--- config.mk ---
export PLATFORM = sky130hd
export DESIGN_NAME = gf2m_field_alu
export DESIGN_NICKNAME = d
export VERILOG_FILES = /design/src/gfalu_pkg.sv /design/src/gfalu_mul.sv /design/src/gf2m_field_alu.sv
export SDC_FILE = /design/constraint.sdc
export NUM_CORES = 2
export LEC_CHECK = 0
export ABC_AREA = 1
export BUFFER_PORTS_ARGS = -buffer_cell sky130_fd_sc_hd__buf_2
export CORE_MARGIN = 8
export CORE_UTILIZATION = 37
export CTS_CLUSTER_SIZE = 14
export DETAILED_ROUTE_END_ITERATION = 8
export SLEW_MARGIN = 20
export SYNTH_ARGS = -nofsm -noshare
export SYNTH_HDL_FRONTEND = slang
export SYNTH_SLANG_ARGS = --single-unit
--- constraint.sdc ---
create_clock -name clk_i -period 12.01 [get_ports clk_i]
set_input_delay 1.201 -clock clk_i [delete_from_list [all_inputs] [get_ports clk_i]]
set_output_delay 1.201 -clock clk_i [all_outputs]
set_load 0.01 [all_outputs]
--- src/gfalu_pkg.sv ---
// gfalu_pkg: shared types, constants and codes of the gf(2^m) field alu
// used by gfalu_mul and gf2m_field_alu; depends on nothing
package gfalu_pkg;

  localparam int MAX_DEGREE = 32;
  localparam int ELEM_W     = 32;
  localparam int MOD_W      = ELEM_W + 1;
  localparam int DEG_W      = 6;
  localparam int TOP_W      = $clog2(ELEM_W);
  localparam int EXP_W      = 64;
  localparam int DIGIT_W    = 8;
  localparam int OP_W       = 3;
  localparam int ST_W       = 2;

  localparam logic              REG_DEGREE   = 1'b0;
  localparam logic              REG_POLY     = 1'b1;
  localparam logic [DEG_W-1:0]  RESET_DEGREE = 6'd8;
  localparam logic [ELEM_W-1:0] RESET_POLY   = 32'd27;

  typedef enum logic [OP_W-1:0] {
    OP_ADD = 3'd0,
    OP_MUL = 3'd1,
    OP_POW = 3'd2,
    OP_INV = 3'd3,
    OP_DIV = 3'd4
  } op_e;

  typedef enum logic [ST_W-1:0] {
    ST_OK     = 2'd0,
    ST_ZERO   = 2'd1,
    ST_NONINV = 2'd2
  } status_e;

  typedef struct packed {
    logic [OP_W-1:0]   operation;
    logic [ELEM_W-1:0] operand_a;
    logic [ELEM_W-1:0] operand_b;
    logic [EXP_W-1:0]  exponent;
  } gfalu_in_t;

  typedef struct packed {
    logic [ELEM_W-1:0] result;
    logic [ST_W-1:0]   status;
  } gfalu_out_t;

  // field description shared with the multiplier
  typedef struct packed {
    logic [ELEM_W-1:0] mask;
    logic [ELEM_W-1:0] poly;
    logic [TOP_W-1:0]  top_idx;
  } field_t;

endpackage

--- src/gfalu_mul.sv ---
// gfalu_mul: digit-serial gf(2^m) multiplier, eight bits of b per cycle
// depends on gfalu_pkg
module gfalu_mul import gfalu_pkg::*; (
  input  logic              clk_i,
  input  logic              rst_ni,
  input  field_t            field_i,
  input  logic              start_i,
  input  logic [ELEM_W-1:0] a_i,
  input  logic [ELEM_W-1:0] b_i,
  output logic              done_o,
  output logic [ELEM_W-1:0] prod_o
);

  logic              busy_q, done_q;
  logic [ELEM_W-1:0] acc_q, a_q, b_q;
  logic [ELEM_W-1:0] acc_n, a_n, b_n;

  function automatic logic [ELEM_W-1:0] xtime(input logic [ELEM_W-1:0] x,
                                               input field_t f);
    logic [ELEM_W-1:0] r;
    r = (x << 1) & f.mask;
    if (x[f.top_idx]) begin
      r = r ^ f.poly;
    end
    return r;
  endfunction

  always_comb begin
    acc_n = acc_q;
    a_n   = a_q;
    for (int k = 0; k < DIGIT_W; k++) begin
      if (b_q[k]) begin
        acc_n = acc_n ^ a_n;
      end
      a_n = xtime(a_n, field_i);
    end
    b_n = b_q >> DIGIT_W;
  end

  always_ff @(posedge clk_i or negedge rst_ni) begin
    if (!rst_ni) begin
      busy_q <= 1'b0;
      done_q <= 1'b0;
    end else if (start_i) begin
      busy_q <= 1'b1;
      done_q <= 1'b0;
    end else if (busy_q) begin
      busy_q <= (b_n != '0);
      done_q <= (b_n == '0);
    end else begin
      done_q <= 1'b0;
    end
  end

  always_ff @(posedge clk_i) begin
    if (start_i) begin
      acc_q <= '0;
      a_q   <= a_i & field_i.mask;
      b_q   <= b_i & field_i.mask;
    end else if (busy_q) begin
      acc_q <= acc_n;
      a_q   <= a_n;
      b_q   <= b_n;
    end
  end

  assign done_o = done_q;
  assign prod_o = acc_q;

`ifndef SYNTHESIS
  a_done_not_busy: assert property (@(posedge clk_i) disable iff (!rst_ni)
    !(done_q && busy_q)) else $error("multiplier done while busy");
  a_done_after_busy: assert property (@(posedge clk_i) disable iff (!rst_ni)
    done_q |-> $past(busy_q)) else $error("multiplier done without work");
  a_no_restart: assert property (@(posedge clk_i) disable iff (!rst_ni)
    start_i |-> !busy_q) else $error("multiplier restarted while busy");
  a_prod_masked: assert property (@(posedge clk_i) disable iff (!rst_ni)
    done_q |-> ((acc_q & ~field_i.mask) == '0)) else $error("product not reduced");
`endif

endmodule

--- src/gf2m_field_alu.sv ---
// gf2m_field_alu: gf(2^m) arithmetic unit top level, sequencer and config
// depends on gfalu_pkg and gfalu_mul
//
// An item is taken when start is high and busy is low; busy stays high until the
// result is issued, and result_valid_o marks it for exactly one cycle with no way
// to hold it off. Every multiply goes through one shared digit-serial multiplier
// that handles eight bits of the second operand per cycle. Add and unused codes
// finish from the idle state without raising busy. Power runs one exponent bit
// per pass of up to two multiplies. Inverse runs binary extended Euclid, each
// step a degree state, a reduce state and one multiply by x^j, over about 2m
// steps; divide adds one multiply. Configuration writes take effect at once; the
// user must make them only while busy is low, as the block itself does not
// enforce this.
module gf2m_field_alu import gfalu_pkg::*; (
  input  logic              clk_i,
  input  logic              rst_ni,
  input  logic              start,
  output logic              busy,
  input  gfalu_in_t         in_i,
  output logic              result_valid_o,
  output gfalu_out_t        result_o,
  input  logic              cfg_we_i,
  input  logic              cfg_idx_i,
  input  logic [ELEM_W-1:0] cfg_data_i
);

  typedef enum logic [7:0] {
    S_IDLE      = 8'b0000_0001,
    S_FIN_W     = 8'b0000_0010,
    S_POW_STEP  = 8'b0000_0100,
    S_POW_MUL_W = 8'b0000_1000,
    S_POW_SQR_W = 8'b0001_0000,
    S_INV_DEG   = 8'b0010_0000,
    S_INV_RED   = 8'b0100_0000,
    S_INV_W     = 8'b1000_0000
  } state_e;

  state_e            state_q, state_d;
  logic [DEG_W-1:0]  field_degree_q;
  logic [ELEM_W-1:0] reduction_poly_q;

  logic [DEG_W-1:0]  m_eff, m_less;
  logic [MOD_W-1:0]  modulus;
  field_t            field;

  op_e               op_q, op_d;
  logic [ELEM_W-1:0] a_q, a_d;
  logic [EXP_W-1:0]  e_q, e_d;
  logic [ELEM_W-1:0] pacc_q, pacc_d, pbase_q, pbase_d;
  logic [MOD_W-1:0]  u_q, u_d, v_q, v_d;
  logic [ELEM_W-1:0] g1_q, g1_d, g2_q, g2_d;
  logic [DEG_W-1:0]  du_q, du_d, dv_q, dv_d;
  logic              res_valid_q, res_valid_d;
  gfalu_out_t        res_q, res_d;

  logic [ELEM_W-1:0] in_a, in_b, div_src;
  logic [MOD_W-1:0]  u_sw, v_sw;
  logic [ELEM_W-1:0] g1_sw, g2_sw;
  logic [DEG_W-1:0]  jsh;
  logic              accept;

  logic              mul_start, mul_done;
  logic [ELEM_W-1:0] mul_a, mul_b, mul_prod;

  function automatic logic [DEG_W-1:0] poly_deg(input logic [MOD_W-1:0] x);
    logic [DEG_W-1:0] d;
    d = '0;
    for (int k = 0; k < MOD_W; k++) begin
      if (x[k]) begin
        d = DEG_W'(k);
      end
    end
    return d;
  endfunction

  // configuration registers
  always_ff @(posedge clk_i or negedge rst_ni) begin
    if (!rst_ni) begin
      field_degree_q   <= RESET_DEGREE;
      reduction_poly_q <= RESET_POLY;
    end else if (cfg_we_i) begin
      if (cfg_idx_i == REG_DEGREE) begin
        field_degree_q <= cfg_data_i[DEG_W-1:0];
      end else begin
        reduction_poly_q <= cfg_data_i;
      end
    end
  end

  // effective field description
  always_comb begin
    if (field_degree_q == '0) begin
      m_eff = DEG_W'(1);
    end else if (field_degree_q > DEG_W'(MAX_DEGREE)) begin
      m_eff = DEG_W'(MAX_DEGREE);
    end else begin
      m_eff = field_degree_q;
    end
    m_less        = m_eff - DEG_W'(1);
    field.mask    = ELEM_W'((MOD_W'(1) << m_eff) - MOD_W'(1));
    field.poly    = reduction_poly_q & field.mask;
    field.top_idx = m_less[TOP_W-1:0];
    modulus       = (MOD_W'(1) << m_eff) | MOD_W'(field.poly);
  end

  assign accept  = start && (state_q == S_IDLE);
  assign in_a    = in_i.operand_a & field.mask;
  assign in_b    = in_i.operand_b & field.mask;
  assign div_src = (op_e'(in_i.operation) == OP_INV) ? in_a : in_b;

  always_comb begin
    state_d     = state_q;
    op_d        = op_q;
    a_d         = a_q;
    e_d         = e_q;
    pacc_d      = pacc_q;
    pbase_d     = pbase_q;
    u_d         = u_q;
    v_d         = v_q;
    g1_d        = g1_q;
    g2_d        = g2_q;
    du_d        = du_q;
    dv_d        = dv_q;
    res_valid_d = 1'b0;
    res_d       = res_q;
    mul_start   = 1'b0;
    mul_a       = '0;
    mul_b       = '0;
    u_sw        = u_q;
    v_sw        = v_q;
    g1_sw       = g1_q;
    g2_sw       = g2_q;
    jsh         = '0;
    case (state_q)
      S_IDLE: begin
        if (accept) begin
          op_d = op_e'(in_i.operation);
          a_d  = in_a;
          case (op_e'(in_i.operation))
            OP_ADD: begin
              res_valid_d    = 1'b1;
              res_d.result   = in_a ^ in_b;
              res_d.status   = ST_OK;
            end
            OP_MUL: begin
              mul_start = 1'b1;
              mul_a     = in_a;
              mul_b     = in_b;
              state_d   = S_FIN_W;
            end
            OP_POW: begin
              pacc_d  = ELEM_W'(1);
              pbase_d = in_a;
              e_d     = in_i.exponent;
              state_d = S_POW_STEP;
            end
            OP_INV, OP_DIV: begin
              if (div_src == '0) begin
                res_valid_d  = 1'b1;
                res_d.result = '0;
                res_d.status = ST_ZERO;
              end else begin
                u_d     = MOD_W'(div_src);
                v_d     = modulus;
                g1_d    = ELEM_W'(1);
                g2_d    = '0;
                state_d = S_INV_DEG;
              end
            end
            default: begin
              res_valid_d  = 1'b1;
              res_d.result = '0;
              res_d.status = ST_OK;
            end
          endcase
        end
      end
      S_FIN_W: begin
        if (mul_done) begin
          res_valid_d  = 1'b1;
          res_d.result = mul_prod;
          res_d.status = ST_OK;
          state_d      = S_IDLE;
        end
      end
      S_POW_STEP: begin
        if (e_q == '0) begin
          res_valid_d  = 1'b1;
          res_d.result = pacc_q;
          res_d.status = ST_OK;
          state_d      = S_IDLE;
        end else if (e_q[0]) begin
          mul_start = 1'b1;
          mul_a     = pacc_q;
          mul_b     = pbase_q;
          state_d   = S_POW_MUL_W;
        end else begin
          mul_start = 1'b1;
          mul_a     = pbase_q;
          mul_b     = pbase_q;
          state_d   = S_POW_SQR_W;
        end
      end
      S_POW_MUL_W: begin
        if (mul_done) begin
          pacc_d    = mul_prod;
          mul_start = 1'b1;
          mul_a     = pbase_q;
          mul_b     = pbase_q;
          state_d   = S_POW_SQR_W;
        end
      end
      S_POW_SQR_W: begin
        if (mul_done) begin
          pbase_d = mul_prod;
          e_d     = e_q >> 1;
          state_d = S_POW_STEP;
        end
      end
      S_INV_DEG: begin
        du_d = poly_deg(u_q);
        dv_d = poly_deg(v_q);
        if (u_q == MOD_W'(1)) begin
          if (op_q == OP_INV) begin
            res_valid_d  = 1'b1;
            res_d.result = g1_q;
            res_d.status = ST_OK;
            state_d      = S_IDLE;
          end else begin
            mul_start = 1'b1;
            mul_a     = a_q;
            mul_b     = g1_q;
            state_d   = S_FIN_W;
          end
        end else if (u_q == '0) begin
          res_valid_d  = 1'b1;
          res_d.result = '0;
          res_d.status = ST_NONINV;
          state_d      = S_IDLE;
        end else begin
          state_d = S_INV_RED;
        end
      end
      S_INV_RED: begin
        if (du_q < dv_q) begin
          u_sw  = v_q;
          v_sw  = u_q;
          g1_sw = g2_q;
          g2_sw = g1_q;
          jsh   = dv_q - du_q;
        end else begin
          jsh   = du_q - dv_q;
        end
        u_d       = u_sw ^ (v_sw << jsh);
        v_d       = v_sw;
        g1_d      = g1_sw;
        g2_d      = g2_sw;
        mul_start = 1'b1;
        mul_a     = g2_sw;
        mul_b     = ELEM_W'(1) << jsh[TOP_W-1:0];
        state_d   = S_INV_W;
      end
      S_INV_W: begin
        if (mul_done) begin
          g1_d    = g1_q ^ mul_prod;
          state_d = S_INV_DEG;
        end
      end
      default: begin
        state_d = S_IDLE;
      end
    endcase
  end

  always_ff @(posedge clk_i or negedge rst_ni) begin
    if (!rst_ni) begin
      state_q     <= S_IDLE;
      res_valid_q <= 1'b0;
    end else begin
      state_q     <= state_d;
      res_valid_q <= res_valid_d;
    end
  end

  always_ff @(posedge clk_i) begin
    op_q    <= op_d;
    a_q     <= a_d;
    e_q     <= e_d;
    pacc_q  <= pacc_d;
    pbase_q <= pbase_d;
    u_q     <= u_d;
    v_q     <= v_d;
    g1_q    <= g1_d;
    g2_q    <= g2_d;
    du_q    <= du_d;
    dv_q    <= dv_d;
    res_q   <= res_d;
  end

  gfalu_mul u_mul (
    .clk_i   (clk_i),
    .rst_ni  (rst_ni),
    .field_i (field),
    .start_i (mul_start),
    .a_i     (mul_a),
    .b_i     (mul_b),
    .done_o  (mul_done),
    .prod_o  (mul_prod)
  );

  assign busy           = (state_q != S_IDLE);
  assign result_valid_o = res_valid_q;
  assign result_o       = res_q;

`ifndef SYNTHESIS
  a_err_zero_result: assert property (@(posedge clk_i) disable iff (!rst_ni)
    res_valid_q |-> ((res_q.status == ST_OK) || (res_q.result == '0)))
    else $error("error status with nonzero result");
  a_result_masked: assert property (@(posedge clk_i) disable iff (!rst_ni)
    res_valid_q |-> ((res_q.result & ~field.mask) == '0))
    else $error("result exceeds field degree");
  a_result_has_cause: assert property (@(posedge clk_i) disable iff (!rst_ni)
    res_valid_q |-> $past((state_q != S_IDLE) || start))
    else $error("result issued without an item");
  a_reduce_live: assert property (@(posedge clk_i) disable iff (!rst_ni)
    (state_q == S_INV_RED) |-> ((u_q != '0) && (u_q != MOD_W'(1)) && (v_q != '0)))
    else $error("euclid step on finished operands");
`endif

endmodule
**Word level (Yosys, flattened, before mapping)**

Cells that the tools add are included.

- Bits in registers: 484
- Latch bits: 0
- Bits in writable memories: 0
- Memory bits (read-only): 0
- Input port bits: 168
- Word-level logic and storage cells: 314
- Memories: 0

- Add/sub/neg operators: 4
- $mul: 0
- Divide/modulo/power cells: 0
- Order comparisons: 3
- Equal/unequal tests: 31
- Shift-type cells: 3
- Mux-type cells: 192
- Bitwise operators: 34
- Reduce and logical (&&, ||, !) cells: 25

Operator list:

| cell | count |
|---|---|
| $mux W32 | 47 |
| $xor A32 B32 Y32 | 18 |
| $and A32 B32 Y32 | 13 |
| $mux W6 | 64 |
| $mux W33 | 10 |
| $pmux W32 S5 | 2 |
| $mux W34 | 7 |
| $mux W64 | 3 |
| $pmux W32 S2 | 3 |
| $pmux W34 S4 | 1 |
| $pmux W33 S2 | 2 |
| $pmux W64 S2 | 1 |
| $pmux W34 S3 | 1 |
| $pmux W32 S3 | 1 |
| $logic_not A32 Y1 | 2 |
| $logic_not A64 Y1 | 1 |
| $pmux W8 S8 | 1 |
| $mux W8 | 7 |
| $bmux W1 S5 | 8 |
| $eq A33 B1 Y1 const B | 1 |
| $logic_not A33 Y1 | 1 |
| $or A33 B32 Y33 | 1 |
| $shl A1 B6 Y33 const A | 1 |
| $shl A33 B6 Y33 | 1 |
| other kinds (46) | 95 |

**Depth between registers and ports, before layout**

- Depth after elaboration: 31
- Mapped depth: 85
- Depth with buffers taken out: 75

**Hierarchy**

A second synthesis with hierarchy kept.

- Cells, all modules: 6147
- Area total of the unflattened synthesis: 42381.9 sq um

Modules (own cells, without submodules):

| module | times used | cells each | area an instance (sq um) | seq. area each (sq um) |
|---|---|---|---|---|
| gf2m_field_alu | 1 | 3266 | 24863.8 | 11363.4 |
| gfalu_mul | 1 | 2881 | 17518.1 | 2612.5 |

**Worst setup path before layout**

No wires, ideal clock.

- Path kind: flip-flop to flip-flop
- Start point: register field_degree_q[5]
- End point: register g2_q[0], enable pin
- Arrival time: 12.510 ns
- Data required time: 11.311 ns
- Setup slack: -1.199 ns
- Cell stages (with the launch flop): 32
- Path buffers: 10
- Cells stage by stage: dfrtp_1 buf_4 nor2_2 nand3_1 nand2_2 buf_4 buf_2 buf_2 buf_1 buf_1 clkbuf_1 buf_2 clkbuf_1 ha_1 clkbuf_1 nand4_2 ha_1 nand3_1 nor2_1 nand2_1 nor2_1 nand2_1 nand2_1 o21ai_1 nand2_1 inv_1 o21ai_0 inv_1 nor4_1 nand4_1 a21oi_1 a211oi_1

- Word-level cells in the longest chain between the ends: 10
- Elaborated cells on any way between the ends: 12
- Classes of those cells: add/sub: 1; order compare: 1; eq/ne: 1; shift: 1; mux: 3; bitwise: 2; reduce/logical: 3

RTL lines:

| item | RTL line | text |
|---|---|---|
| start, declared | gf2m_field_alu.sv:39 | `logic [DEG_W-1:0] field_degree_q;` |
| start signal, assigned | gf2m_field_alu.sv:83 | `field_degree_q <= cfg_data_i[DEG_W-1:0];` |
| $gt A6 B6 Y1 | gf2m_field_alu.sv:94 | `end else if (field_degree_q > DEG_W'(MAX_DEGREE)) begin` |
| $mux W6 | gf2m_field_alu.sv:94 |  |
| $mux W6 (*) | gf2m_field_alu.sv:92 | `if (field_degree_q == '0) begin` |
| $shl A1 B6 Y33 (*) | -- |  |
| $sub A32 B2 Y32 (*) | gf2m_field_alu.sv:100 | `field.mask = ELEM_W'((MOD_W'(1) << m_eff) - MOD_W'(1));` |
| $and A32 B32 Y32 (*) | gf2m_field_alu.sv:107 | `assign in_a = in_i.operand_a & field.mask;` |
| named net in_a[22] | gf2m_field_alu.sv:56 | `logic [ELEM_W-1:0] in_a, in_b, div_src;` |
| $mux W32 (*) | gf2m_field_alu.sv:109 | `assign div_src = (op_e'(in_i.operation) == OP_INV) ? in_a : in_b;` |
| $logic_not A32 Y1 (*) | gf2m_field_alu.sv:158 | `if (div_src == '0) begin` |
| $ne A2 B2 Y1 (no source line) (*) | -- |  |
| $reduce_and A4 Y1 (no source line) (*) | -- |  |
| end signal, assigned | gf2m_field_alu.sv:294 | `g2_q <= g2_d;` |
| end, declared | gf2m_field_alu.sv:51 | `logic [ELEM_W-1:0] g1_q, g1_d, g2_q, g2_d;` |

Mark *: on every way through the listed nets, which the timed path passes. The rest lies on a longest branch.
A chain may end at the register's enable or synchronous reset.

**Final worst setup path**

- Start point: register field_degree_q[3]
- End point: register u_mul.a_q[1], data pin

- Word-level cells in the longest chain between the ends: 31
- Elaborated cells on any way between the ends: 55
- Classes of those cells: add/sub: 2; order compare: 1; shift: 1; mux: 31; bitwise: 19; reduce/logical: 1

RTL lines:

| item | RTL line | text |
|---|---|---|
| $gt A6 B6 Y1 | gf2m_field_alu.sv:94 |  |
| $mux W6 | gf2m_field_alu.sv:94 |  |
| $mux W6 (*) | gf2m_field_alu.sv:92 |  |
| $shl A1 B6 Y33 | -- |  |
| $sub A32 B2 Y32 | gf2m_field_alu.sv:100 |  |
| $and A32 B32 Y32 (on tied branches) | gfalu_mul.sv:21, gf2m_field_alu.sv:101 |  |
| $xor A32 B32 Y32 | gfalu_mul.sv:23 | `r = r ^ f.poly;` |
| $mux W32 | gfalu_mul.sv:22 | `if (x[f.top_idx]) begin` |
| [... 15 more ...] | -- |  |
| $bmux W1 S5 / $and A32 B32 Y32 (equally long branches) | gfalu_mul.sv:22, gfalu_mul.sv:21 |  |
| $mux W1 (implied by the code) / $xor A32 B32 Y32 (equally long branches) | gfalu_mul.sv:22, gfalu_mul.sv:23 |  |
| $mux W32 | gfalu_mul.sv:22 |  |
| $bmux W1 S5 / $and A32 B32 Y32 (equally long branches) | gfalu_mul.sv:22, gfalu_mul.sv:21 |  |
| $mux W1 (implied by the code) / $xor A32 B32 Y32 (equally long branches) | gfalu_mul.sv:22, gfalu_mul.sv:23 |  |
| $mux W32 | gfalu_mul.sv:22 |  |
| $mux W32 | gfalu_mul.sv:60 | `end else if (busy_q) begin` |
| $mux W32 (*) | gfalu_mul.sv:56 | `if (start_i) begin` |
| end signal, assigned | gfalu_mul.sv:58 | `a_q <= a_i & field_i.mask;` |
| end signal, assigned | gfalu_mul.sv:62 | `a_q <= a_n;` |
| end, declared | gfalu_mul.sv:15 | `logic [ELEM_W-1:0] acc_q, a_q, b_q;` |

Every way passes the cells marked *; elsewhere a longest branch is shown, timed or not. The select of a mux whose other input is x is not followed.

==> impl_metrics.yaml <==
status:
  status: "completed"
synthesis:
  synthTopCellsByCount: "nand2_1, nand3_1, inv_1, nor2_1, o21ai_0"
  synthTopCellsByArea: "edfxtp_1, nand2_1, nand3_1"
  synth.yosys.seq_area_share_pct: 33.5
  synth_cell_types: 56
  ys_ff_latch: 484
  yosys.area_share.xor_xnor_pct: 10.4
  async_flop_share_pct: 10.1
  synth-adder-area-share_pct: 0.606
  yosysMostFrequentCell: "nand2_1"
  netlist_instances: 6055
  synth_compound_area_share_pct: 12.2
  synth_nets: 6242
  synth_top_area_share_pct: 29.0
  synth_edf_count: 403
  synth_top_family_by_area: "simple AND/OR/NAND/NOR gates"
  syn-cell-area_sq_um: 41700
  yosys.area.top_type: "edfxtp_1"
  yosys.area_share.simple_pct: 34.2
  synth.area.mux_share_pct: 0.564
  synth_ff_type: "edfxtp_1"
  yosysWarnings: 0
  postSynthAreaPerCell_sq_um: 6.89
detailed_routing:
  vias: 46000
  postRouteAntennaNets: 0
  drtPass1Iterations: 6
  wl_per_cell_microns: 26.8
  wl_microns: 209000
  via_per_inst: 5.91
  drt_iter0_drc: 7421
  drc: 0
timing:
  fmax_mhz: 87.2
  tns_ns: 0
  clock_skew_ns: 0.0716
  hold_viol: 0
  worstMarginPinSlew_ns: 1.08
  slew_violations: 0
  setup_slack_ns: 0.540
  setup-violations-final: 0
  rsz0062_at_grt: "false"
  period_share_pct: 95.5
  timing.slew.headroom_pct: 27.9
  min_period_ns: 11.47
grt:
  grt_max_degree: 129
  grt_pass1_wl_microns: 296000
  grt_usage_pct: 32.4
  antenna_found_initial: 11
  first_global_vias: 41800
  grt_overflow: 0
clock_tree:
  path_clk_slew_ns: 0.06
  cts_tree: "done"
  cts_root_buffer: "clkbuf_16"
  cts_hold_buf: 0
  clk_path_buf_depth: 3
  cts-htree-levels: 3
  cts_buffers: 66
  clkLatencyLatePin_ns: 0.67
  cts.sinks: 484
die:
  die_y_microns: 352
  core_area_sq_um: 112000
  io_pins: 204
  dieArea_sq_um: 124000
  fp-row-count: 123
  die_w_microns: 352
  start_util_pct: 37.2
setup_path:
  cp_common_cell: "nand3_1"
  crit_path_start_kind: "flip-flop"
  cp_max_fo: 32
  reg2reg_depth: 67
  crit_slowest_cell: "dfstp_2"
  crit_required_ns: 12.38
  end_kind: "flip-flop"
  slowest_delay_ns: 0.52
  crit_arrival_ns: 11.84
  r2r_slack_ns: 0.54
  worst-setup-path-type: "flip-flop to flip-flop"
cells_and_area:
  seq_area_sq_um: 14000
  multi_input_area_sq_um: 24400
  final_nets: 6406
  fillCellCount: 11900
  final_layout_size_suffix_gt1_share_pct: 9.85
  syn_to_final_growth_pct: 13.4
  fin_util_pct: 42.2
min_path:
  hold_depth: 2
  holdCritPathClass: "flip-flop to flip-flop"
job:
  drv_cap: 0
placement:
  place_hpwl_microns: 160000
  place_congestion: 1.06
  place_ws_ns: -0.00635
  io_buffers: 203
[state kept, by name, indices dropped and copies added, names as in the netlist]
register,flops
v_q,33
dv_q,6
result_o,34
reduction_poly_q,32
pbase_q,32
u_mul.done_o,1
u_q,33
pacc_q,32
result_valid_o,1
u_mul.busy_q,1
u_mul.b_q,32
u_mul.a_q,32
du_q,6
g1_q,32
e_q,64
g2_q,32
op_q,3
field_degree_q,6
a_q,32
state_q,8
u_mul.prod_o,32
[critical path, delay by kind of cell (launching register included)]
kind | cells | cell delay [ns]
simple gates | 54 | 7.54
buf+inv | 10 | 2.19
flops | 1 | 0.52
fa+ha+maj | 1 | 0.31
compound gates | 2 | 0.57
[cell type report]
type / instances / share of cell area [%]
multi-input cells: 4670 / 51.5
well taps: 1500 / 3.97
repair buffers: 404 / 5.69
diodes: 7 / 0.0370
clock buffers: 81 / 3.67
flip-flops and latches: 484 / 29.5
inverters: 593 / 4.72
clock inverters: 39 / 0.825
[placed cells by master, fill, tap and decap left out, types with 20 or more instances in the layout]
cell	instances
nor2_1	490
xor2_1	298
nor4_1	26
nand2_1	1597
a32o_1	33
nand4_1	69
nor3_1	34
nand3_1	866
edfxtp_1	403
o2111ai_1	40
buf_4	183
o22ai_1	57
clkinv_1	29
inv_2	20
nand3b_1	121
dfxtp_1	32
inv_1	550
a21oi_1	132
a211oi_1	28
o21ai_0	477
dfrtp_1	43
clkbuf_16	66
xnor2_1	185
buf_2	203
[final timing paths]
path / from / end
min in group asynchronous: rst_ni / result_valid_o$_DFF_PN0_
worst min-delay path: reduction_poly_q[2]$_DFFE_PN0P_ / reduction_poly_q[2]$_DFFE_PN0P_
max in group asynchronous: rst_ni / reduction_poly_q[10]$_DFFE_PN0P_
worst min register to register: reduction_poly_q[2]$_DFFE_PN0P_ / reduction_poly_q[2]$_DFFE_PN0P_
worst max-delay path: field_degree_q[3]$_DFFE_PN1P_ / u_mul.a_q[1]$_DFFE_PP_
worst max register to register: field_degree_q[3]$_DFFE_PN1P_ / u_mul.a_q[1]$_DFFE_PP_
[timing repair]
action,4_1_cts,5_1_grt
buffers inserted,0,4
gates resized for setup,0,29
setup endpoints to repair,0,48
[cells by family after synthesis]
logic type,count (synthesis)
and+or+nand+nor,3272
xor gates and xnor gates,489
AOI/OAI and AO/OA,868
muxes,22
buffers and inverters,901
adders and majority gates,19
DFF,484
[stage by stage]
stage / cell area (sq um) / hold WS, ns / instances
floorplan: 41700 / 0.453 / 6055
global route: 47300 / 0.521 / 7772
detailed placement: 45000 / 0.476 / 7647
finish: 47300 / 0.486 / 7778
CTS: 47100 / 0.490 / 7767
global placement: 45000 / 0.475 / 7647
[layer usage]
metal  GRT usage (%)  vias to the layer above  routed length (microns)
met1            44.5                    21400                    82300
met4            18.7                       14                    14500
met2            46.7                     3253                    85400
met5               0                        -                       94
met3            6.97                      567                    26400
li1                -                    20700                        -
Power is not shown: default switching activity piles up to over one toggle a cycle in this logic, so the estimate is an artifact.
